**src/hdl/lkv_pkg.sv**
```systemverilog
package lkv_pkg;

    // Field widths
    localparam int KEY_W  = 32;
    localparam int DATA_W = 32;
    localparam int CAP_W  = 5;

    // Default store depth and the capacity value after reset
    localparam int ENTRIES_DEF = 16;
    localparam logic [CAP_W-1:0] CAP_RESET = CAP_W'(16);

    // Operation codes carried in the input tuser
    localparam logic OP_GET = 1'b0;
    localparam logic OP_PUT = 1'b1;

    // Broadcast control from the top level to every cell of the row
    typedef struct packed {
        logic load;   // an item is taken this cycle
        logic hit;    // the key is present somewhere in the row
        logic put;    // the item is a put
        logic fill;   // a miss put takes a free place instead of evicting
    } t_cell_ctl;

endpackage

```
**src/hdl/lkv_cell.sv**
```systemverilog
module lkv_cell (
    input  logic                        i_clk,
    input  logic                        i_rst_n,
    input  lkv_pkg::t_cell_ctl          i_ctl,
    input  logic [lkv_pkg::KEY_W-1:0]   i_probe_key,
    input  logic [lkv_pkg::KEY_W-1:0]   i_prev_key,
    input  logic [lkv_pkg::DATA_W-1:0]  i_prev_value,
    input  logic                        i_prev_valid,
    input  logic                        i_match_above,
    input  logic [lkv_pkg::DATA_W-1:0]  i_data_above,
    output logic [lkv_pkg::KEY_W-1:0]   o_key,
    output logic [lkv_pkg::DATA_W-1:0]  o_value,
    output logic                        o_valid,
    output logic                        o_match_chain,
    output logic [lkv_pkg::DATA_W-1:0]  o_data_chain
);
    import lkv_pkg::*;

    logic              r_valid;
    logic [KEY_W-1:0]  r_key;
    logic [DATA_W-1:0] r_value;
    logic              w_match;
    logic              w_move;

    // Compare the probe key against this place
    assign w_match = r_valid && (r_key == i_probe_key);

    // Pass match and hit data on towards the most recent end
    assign o_match_chain = w_match | i_match_above;
    assign o_data_chain  = (w_match ? r_value : '0) | i_data_above;

    // Take the neighbour's entry when this place ages by one
    always_comb begin
        if (i_ctl.hit) begin
            w_move = i_ctl.load & o_match_chain;
        end else begin
            w_move = i_ctl.load & i_ctl.put & (i_ctl.fill ? i_prev_valid : r_valid);
        end
    end

    always_ff @(posedge i_clk) begin
        if (!i_rst_n) begin
            r_valid <= 1'b0;
        end else if (w_move) begin
            r_valid <= 1'b1;
        end
    end

    // Payload holds no reset
    always_ff @(posedge i_clk) begin
        if (w_move) begin
            r_key   <= i_prev_key;
            r_value <= i_prev_value;
        end
    end

    assign o_key   = r_key;
    assign o_value = r_value;
    assign o_valid = r_valid;

endmodule

```
**src/hdl/lru_key_value_cache_core.sv**
```systemverilog
// An accepted input beat leaves its result beat in the output register in the next cycle.
// Throughput: one beat per cycle while m_axis_tready takes results; lookup and recency update run at once.
// The row keeps entries ordered by age, so a hit or insert is one shift towards the old end.
// Reset (synchronous, active low) empties the row, clears the occupancy count and
// sets capacity to 16; key and value payload registers are not cleared.
module lru_key_value_cache_core #(
    parameter int ENTRIES = lkv_pkg::ENTRIES_DEF
) (
    input  logic                       i_clk,
    input  logic                       i_rst_n,
    input  logic                       i_cfg_wr_en,
    input  logic [lkv_pkg::CAP_W-1:0]  i_cfg_wr_data,     // capacity
    input  logic                       s_axis_tvalid,
    output logic                       s_axis_tready,
    input  logic [63:0]                s_axis_tdata,      // [31:0] key, [63:32] data_in
    input  logic                       s_axis_tuser,      // [0] op
    output logic                       m_axis_tvalid,
    input  logic                       m_axis_tready,
    output logic [31:0]                m_axis_tdata,      // [31:0] data_out
    output logic                       m_axis_tuser       // [0] found
);
    import lkv_pkg::*;

    localparam int CW = $clog2(ENTRIES + 1);
    localparam int LW = (CW > CAP_W) ? CW : CAP_W;

    logic [CAP_W-1:0]  r_cap;
    logic [CW-1:0]     r_occ;
    logic              r_m_valid;
    logic              r_m_found;
    logic [DATA_W-1:0] r_m_data;

    logic              w_accept;
    logic              w_op;
    logic [KEY_W-1:0]  w_key;
    logic [DATA_W-1:0] w_data_in;
    logic              w_hit;
    logic [DATA_W-1:0] w_hit_data;
    logic [LW-1:0]     w_cap_ext;
    logic [LW-1:0]     w_limit;
    logic              w_fill;
    t_cell_ctl         w_ctl;
    logic [ENTRIES-1:0] w_valid_vec;

    logic [KEY_W-1:0]  w_ch_key   [0:ENTRIES];
    logic [DATA_W-1:0] w_ch_value [0:ENTRIES];
    logic              w_ch_valid [0:ENTRIES];
    logic              w_mchain   [0:ENTRIES];
    logic [DATA_W-1:0] w_dchain   [0:ENTRIES];

    // Unpack the input beat
    assign w_op      = s_axis_tuser;
    assign w_key     = s_axis_tdata[KEY_W-1:0];
    assign w_data_in = s_axis_tdata[KEY_W+DATA_W-1:KEY_W];

    assign s_axis_tready = !r_m_valid || m_axis_tready;
    assign w_accept      = s_axis_tvalid && s_axis_tready;

    // Saturate capacity to 1 .. ENTRIES
    assign w_cap_ext = LW'(r_cap);
    always_comb begin
        if (r_cap == '0) begin
            w_limit = LW'(1);
        end else if (w_cap_ext > LW'(ENTRIES)) begin
            w_limit = LW'(ENTRIES);
        end else begin
            w_limit = w_cap_ext;
        end
    end
    assign w_fill = LW'(r_occ) < w_limit;

    // Hit result comes off the most recent end of the row
    assign w_hit      = w_mchain[0];
    assign w_hit_data = w_dchain[0];

    assign w_ctl.load = w_accept;
    assign w_ctl.hit  = w_hit;
    assign w_ctl.put  = (w_op == OP_PUT);
    assign w_ctl.fill = w_fill;

    // Front of the row: the entry that becomes most recent
    assign w_ch_key[0]   = w_key;
    assign w_ch_value[0] = (w_op == OP_GET) ? w_hit_data : w_data_in;
    assign w_ch_valid[0] = 1'b1;
    assign w_mchain[ENTRIES] = 1'b0;
    assign w_dchain[ENTRIES] = '0;

    // Row of cells, index 0 most recent
    for (genvar g = 0; g < ENTRIES; g++) begin : g_cell
        lkv_cell u_cell (
            .i_clk         (i_clk),
            .i_rst_n       (i_rst_n),
            .i_ctl         (w_ctl),
            .i_probe_key   (w_key),
            .i_prev_key    (w_ch_key[g]),
            .i_prev_value  (w_ch_value[g]),
            .i_prev_valid  (w_ch_valid[g]),
            .i_match_above (w_mchain[g+1]),
            .i_data_above  (w_dchain[g+1]),
            .o_key         (w_ch_key[g+1]),
            .o_value       (w_ch_value[g+1]),
            .o_valid       (w_ch_valid[g+1]),
            .o_match_chain (w_mchain[g]),
            .o_data_chain  (w_dchain[g])
        );
        assign w_valid_vec[g] = w_ch_valid[g+1];
    end

    // Capacity register
    always_ff @(posedge i_clk) begin
        if (!i_rst_n) begin
            r_cap <= CAP_RESET;
        end else if (i_cfg_wr_en) begin
            r_cap <= i_cfg_wr_data;
        end
    end

    // Count entries; grow only on a miss put into a free place
    always_ff @(posedge i_clk) begin
        if (!i_rst_n) begin
            r_occ <= '0;
        end else if (w_accept && (w_op == OP_PUT) && !w_hit && w_fill) begin
            r_occ <= r_occ + CW'(1);
        end
    end

    // Output register
    always_ff @(posedge i_clk) begin
        if (!i_rst_n) begin
            r_m_valid <= 1'b0;
        end else if (w_accept) begin
            r_m_valid <= 1'b1;
        end else if (m_axis_tready) begin
            r_m_valid <= 1'b0;
        end
    end

    always_ff @(posedge i_clk) begin
        if (w_accept) begin
            r_m_found <= w_hit;
            r_m_data  <= (w_hit && (w_op == OP_GET)) ? w_hit_data : '0;
        end
    end

    assign m_axis_tvalid = r_m_valid;
    assign m_axis_tuser  = r_m_found;
    assign m_axis_tdata  = r_m_data;

    // Occupancy tracks the number of valid places
    a_occ_count: assert property (@(posedge i_clk) disable iff (!i_rst_n)
        $countones(w_valid_vec) == int'(r_occ))
        else $error("occupancy count differs from valid places");

    // Valid places stay packed at the most recent end
    a_valid_packed: assert property (@(posedge i_clk) disable iff (!i_rst_n)
        (w_valid_vec & (w_valid_vec + ENTRIES'(1))) == '0)
        else $error("valid places not contiguous");

    // Every accepted beat leaves a result beat in the next cycle
    a_result_follows: assert property (@(posedge i_clk) disable iff (!i_rst_n)
        w_accept |=> r_m_valid)
        else $error("accepted beat gave no result");

endmodule
```
**config.mk**
```make
export PLATFORM = sky130hd
export DESIGN_NAME = lru_key_value_cache_core
export DESIGN_NICKNAME = d
export VERILOG_FILES = /design/src/hdl/lkv_pkg.sv /design/src/hdl/lkv_cell.sv /design/src/hdl/lru_key_value_cache_core.sv
export SDC_FILE = /design/constraint.sdc
export NUM_CORES = 1
export LEC_CHECK = 0
export ABC_AREA = 0
export BUFFER_PORTS_ARGS = -buffer_cell sky130_fd_sc_hd__buf_2
export CORE_MARGIN = 8
export CORE_UTILIZATION = 50
export DETAILED_ROUTE_END_ITERATION = 10
export PLACE_DENSITY_LB_ADDON = 0.1
export SYNTH_ARGS = -nofsm -noshare
export SYNTH_HDL_FRONTEND = slang
export SYNTH_SLANG_ARGS = --single-unit
```
**constraint.sdc**
```tcl
create_clock -name i_clk -period 21.5 [get_ports i_clk]
set_clock_uncertainty 0.15 [all_clocks]
set_input_delay 4.3 -clock i_clk [delete_from_list [all_inputs] [get_ports i_clk]]
set_output_delay 4.3 -clock i_clk [all_outputs]
set_load 0.05 [all_outputs]
```
# ---- Word-level counts from Yosys, hierarchy flattened
# Cells that the tools add are included.
dict set report totals {
  input_bits 75
  word_cells 215
  ff_bits 1084
  out_inout_bits 35
}
dict set report op_classes {
  n_reduce_logical 26
  bitwise 64
  muxes 53
  n_eq_ne 16
  magnitude_cmp 2
  add_sub_neg 1
}
# op n
set ops {}
lappend ops {{$mux W32} 17}
lappend ops {{$eq A32 B32 Y1} 16}
lappend ops {{$or A32 B32 Y32} 15}
lappend ops {{$mux W1} 34}
lappend ops {{$and A1 B1 Y1} 33}
lappend ops {{$logic_and A1 B1 Y1} 21}
lappend ops {{$or A1 B1 Y1} 15}
lappend ops {{$mux W5} 2}
lappend ops {{$add A5 B1 Y5 const B} 1}
lappend ops {{$gt A5 B5 Y1 const B} 1}
lappend ops {{$logic_not A5 Y1} 1}
lappend ops {{$lt A5 B5 Y1} 1}
lappend ops {{$logic_not A1 Y1} 2}
lappend ops {{$reduce_bool A2 Y1} 1}
lappend ops {{$logic_or A1 B1 Y1} 1}
lappend ops {{$not A1 Y1} 1}

# ---- Longest topological paths before layout
dict set report logic_depth {
  depth_word 20
  depth_mapped 13
  ltp_nobuf 11
}

# ---- Hierarchy
# From an unflattened synthesis, not the netlist that was laid out.
dict set report hier_totals {
  hier_cells 2655
  area_unflattened_um2 44759.2
}
# mod cells_each instances area_each_um2 seq_area_each_um2
set by_module_without_submodules {}
lappend by_module_without_submodules {lkv_cell 155 16 2655.0 1941.9}
lappend by_module_without_submodules {lru_key_value_cache_core 175 1 2278.4 1211.2}

# ---- Least setup slack after synthesis
# Ideal clock, no wire load.
dict set report synth_path {
  path_type {input port to flip-flop}
  start {input s_axis_tdata[7]}
  end {register g_cell[10].u_cell.r_key[0], enable pin}
  path_buffers 4
  setup_slack_ns 10.208
  cell_stages 11
  required_time_ns 20.776
  setup_time_ns 0.574
  arrival_ns 10.567
  cell_sequence {buf_6 buf_12 xor2_1 nor3_1 and3_4 buf_6 nor4_4 nand4_4 or2_2 buf_2 o21ai_0}
}
dict set report synth_between {
  elab_chain_cells 18
  word_cells_on_any_way 49
  cone_classes {eq/ne: 16; mux: 1; bitwise: 16; reduce/logical: 16}
}
# element line_no
set synth_lines {}
lappend synth_lines {{start: declaration} lru_key_value_cache_core.sv:15} ;# input logic [63:0] s_axis_tdata,
lappend synth_lines {{$eq A32 B32 Y1} lkv_cell.sv:26} ;# assign w_match = r_valid && (r_key == i_probe_key);
lappend synth_lines {{$logic_and A1 B1 Y1} lkv_cell.sv:26}
lappend synth_lines {{$or A1 B1 Y1 (15 in a row)} lkv_cell.sv:29} ;# assign o_match_chain = w_match | i_match_above;
lappend synth_lines {{$mux W1 (*)} lkv_cell.sv:34} ;# if (i_ctl.hit) begin
lappend synth_lines {{via g_cell[10].u_cell.w_move} lkv_cell.sv:23} ;# logic w_move;
lappend synth_lines {{end signal: assignment} lkv_cell.sv:52} ;# r_key <= i_prev_key;
lappend synth_lines {{end: declaration} lkv_cell.sv:20} ;# logic [KEY_W-1:0] r_key;
# Mark *: on every way through the listed nets, which the timed path passes. The rest lies on a longest branch.
# A chain may end at the register's enable or synchronous reset.

# ---- Worst setup path in the final report
dict set report layout_path {
  start {input m_axis_tready}
  end {output s_axis_tready}
}
dict set report layout_between {
  elab_chain_cells 1
}
# element line_no
set layout_lines {}
lappend layout_lines {{start: declaration} lru_key_value_cache_core.sv:18} ;# input logic m_axis_tready,
lappend layout_lines {{$logic_or A1 B1 Y1} lru_key_value_cache_core.sv:56} ;# assign s_axis_tready = !r_m_valid || m_axis_tready;
lappend layout_lines {{end: declaration} lru_key_value_cache_core.sv:14} ;# output logic s_axis_tready,
# Every way passes these cells.

==> results.sh <==
export IMPL_numPortBuffers=109
export IMPL_r2r_slack_ps=16270
export IMPL_reg2reg_to="g_cell[15].u_cell.o_value[10]"
export IMPL_worstReg2RegStart="g_cell[10].u_cell.o_key[5]"
export IMPL_postSynthCellCount=2553
export IMPL_finalMaxSlewViolations=0
export IMPL_finalSetupTns_ps=0
export IMPL_synth_top_area_share_pct=73.50
export IMPL_rows=107
export IMPL_fin_nets=2753
export IMPL_post_cts_buffers=0
export IMPL_pwr_share_comb_pct=3.2
export IMPL_ioPinCount=110
export IMPL_p_int_uw=3381
export IMPL_ys_types=54
export IMPL_htree_levels=3
export IMPL_crit_fanout=3
export IMPL_cts_clk_slew_worst_paths_ps=70
export IMPL_cts_resized=0
export IMPL_grt_max_degree=65
export IMPL_diodes=0
export IMPL_fp_dieArea_sq_um=96030
export IMPL_syn_num_nets=2633
export IMPL_drtIter0Drc=2382
export IMPL_pre_cts_ws_ps=11810
export IMPL_overflow=0
export IMPL_drc=0
export IMPL_maxSlewHeadroom_pct=18.91
export IMPL_clk_path_buf_depth=3
export IMPL_die_h_microns=309.9
export IMPL_avgSynthCellArea_sq_um=16.92
export IMPL_switchingPower_uw=897.0
export IMPL_worst_setup_path_start_kind="primary input"
export IMPL_gp_congestion=0.8980
export IMPL_max_freq_mhz=108.3
export IMPL_maxCapViolations=0
export IMPL_core_sq_um=85410
export IMPL_drive_above_1_share_pct=12.15
export IMPL_worst_setup_path_end_kind="output port"
export IMPL_final_common_cell="edfxtp_1"
export IMPL_cts_buffers=109
export IMPL_leakage_uw=0.01593
export IMPL_path_class="in -> out"
export IMPL_netlist_top_cell_by_area="edfxtp_1"
export IMPL_r2r_cells=10
export IMPL_syn_area_sq_um=43190
export IMPL_cts_tree="yes"
export IMPL_status="completed"
export IMPL_yosys_warnings=0
export IMPL_worstMarginPinSlew_ps=1216
export IMPL_crit_required_ps=17050
export IMPL_wl_microns=110800
export IMPL_synth_edff_count=1057
export IMPL_rsz0062_at_grt="false"
export IMPL_wl_per_cell_microns=28.35
export IMPL_grt_antenna_before_repair=2
export IMPL_powerDensity_nw_per_um2=88.92
export IMPL_die_x_microns=309.9
export IMPL_ant_nets=0
export IMPL_dp_hpwl_microns=67650
export IMPL_crit_end="s_axis_tready"
export IMPL_area_delta_synth_final_pct=11.39
export IMPL_nFillCells=6726
export IMPL_hold_buffers=0
export IMPL_power_switching_share_pct=20.97
export IMPL_ir_drop_v=0.00007326
export IMPL_mostFrequentLayoutCells="edfxtp_1 (1057), xor2_1 (416), a22oi_1 (192), clkbuf_16 (109), buf_2 (108)"
export IMPL_ys_seq_elements=1084
export IMPL_synth_async_reset_ratio_pct=0
export IMPL_finalHoldViolations=0
export IMPL_dr_pass1_iters=6
export IMPL_synth_area_leaders="edfxtp_1 (73%), xor2_1 (8.4%), a22oi_1 (3.3%), xnor2_1 (1.9%), nor4_1 (1.4%)"
export IMPL_viasPerCell=5.949
export IMPL_hold_worst_slack_ps=295.4
export IMPL_power_frac_clock_pct=42.8
export IMPL_hp_class="reg -> reg"
export IMPL_grtUsageTotal_pct=22.73
export IMPL_startpoint="m_axis_tready"
export IMPL_start_util_pct=50.56
export IMPL_synth_flop_cell="edfxtp_1"
export IMPL_period_share_pct=42.95
export IMPL_setup_violations=0
export IMPL_clock_latency_ps=670
export IMPL_yosysSeqAreaShare_pct=74.75
export IMPL_layout_setup_ws_ps=12270
export IMPL_worstPathArrival_ps=4780
export IMPL_grt_pass1_vias=24280
export IMPL_cts_root_buf="clkbuf_16"
export IMPL_grt_pass1_wl_microns=160500
export IMPL_fin_crit_ps=9233
export IMPL_power_frac_seq_pct=54.0
export IMPL_clock_sinks=1084
export IMPL_vias=23250
## cells in the mapped netlist, types with 5 or more instances
master	count
xnor2_1	95
buf_2	20
dfxtp_1	27
nor3_1	45
edfxtp_1	1057
a22o_1	32
nand3_1	12
mux2i_1	48
nand2b_1	5
nor4_1	99
a22oi_1	192
clkbuf_1	39
o21bai_1	5
inv_1	44
xor2_1	416
nor3_2	7
o21ai_0	17
nand2_1	83
a31oi_1	5
a221oi_1	32
buf_6	35
nor4_4	7
o21ai_2	5
nor2_1	49
a21oi_1	20
buf_4	41
nand4_1	70
ha_1	5
and4_1	8
## how the worst min path moves through the flow
stage | startpoint | end | cells past startpoint
6_report | g_cell[9].u_cell.o_value[0] | g_cell[10].u_cell.o_value[0] | 0
5_1_grt | g_cell[13].u_cell.o_value[30] | g_cell[14].u_cell.o_value[30] | 0
4_1_cts | g_cell[13].u_cell.o_value[30] | g_cell[14].u_cell.o_value[30] | 0
3_5_place_dp | g_cell[14].u_cell.o_value[31] | g_cell[15].u_cell.o_value[31] | 0
3_3_place_gp | g_cell[6].u_cell.o_value[15] | g_cell[7].u_cell.o_value[15] | 0
2_1_floorplan | g_cell[4].u_cell.o_key[26] | g_cell[5].u_cell.o_key[26] | 0
## per-layer routing
layer  up-vias  part of all wire, %  GRT usage (%)
met5         -                    0              0
met4         0                  3.8          8.558
met2      1169                   48          37.42
met1     11760                   40          29.90
met3       251                  8.0          4.662
li1      10070                    -              -
## worst max-delay path, stage by stage
cell      delay [ps]
buf_2             70
nand2b_1         130
buf_2            280
## kinds of logic (layout without fill, tap and decap cells)
family	after synthesis	in the layout	synth area share [%]
adders and majority gates	5	5	0.1449
buffers and inverters	181	393	2.634
and+or+nand+nor	402	402	5.372
muxes	48	48	1.113
DFF	1084	1084	74.75
AOI/OAI and AO/OA	322	322	5.624
xor gates and xnor gates	511	511	10.36
## flip-flops by register name (all words and copies together), names as in the netlist
name	count
m_axis_tuser	1
m_axis_tvalid	1
r_occ	5
g_cell.u_cell.o_value	512
r_cap	5
m_axis_tdata	32
g_cell.u_cell.o_key	512
g_cell.u_cell.o_valid	16
## through the flow
step	total power (uW)	area, sq um	utilization, %	cells
after floorplan	2450	43190	-	2553
after global placement	2488	44680	52.31	3706
after detailed placement	2490	44680	52.31	3706
after CTS	4309	48100	56.32	3909
after global routing	4392	48100	56.32	3909
final	4278	48100	56.32	3909
## power groups by stage
| stage | clock [uW] | combinational, uW | sequential (uW) |
|---|---|---|---|
| detailed placement | 0 | 136 | 2350 |
| global placement | 0 | 134 | 2350 |
| floorplan | 0 | 86.9 | 2360 |
| global route | 1940 | 144 | 2310 |
| CTS | 1860 | 137 | 2310 |
| finish | 1830 | 135 | 2310 |
## layout make-up
type                    instances  area [sq um]  share of cell area [%]
flip-flops and latches       1084         32280                   67.11
multi-input cells            1288          9985                   20.76
clock buffers                 132          2814                   5.850
well taps                    1144          1431                   2.976
repair buffers                145         818.3                   1.701
clock inverters                71         605.6                   1.259
inverters                      45         168.9                  0.3511
(Power assumes the default switching activity.)
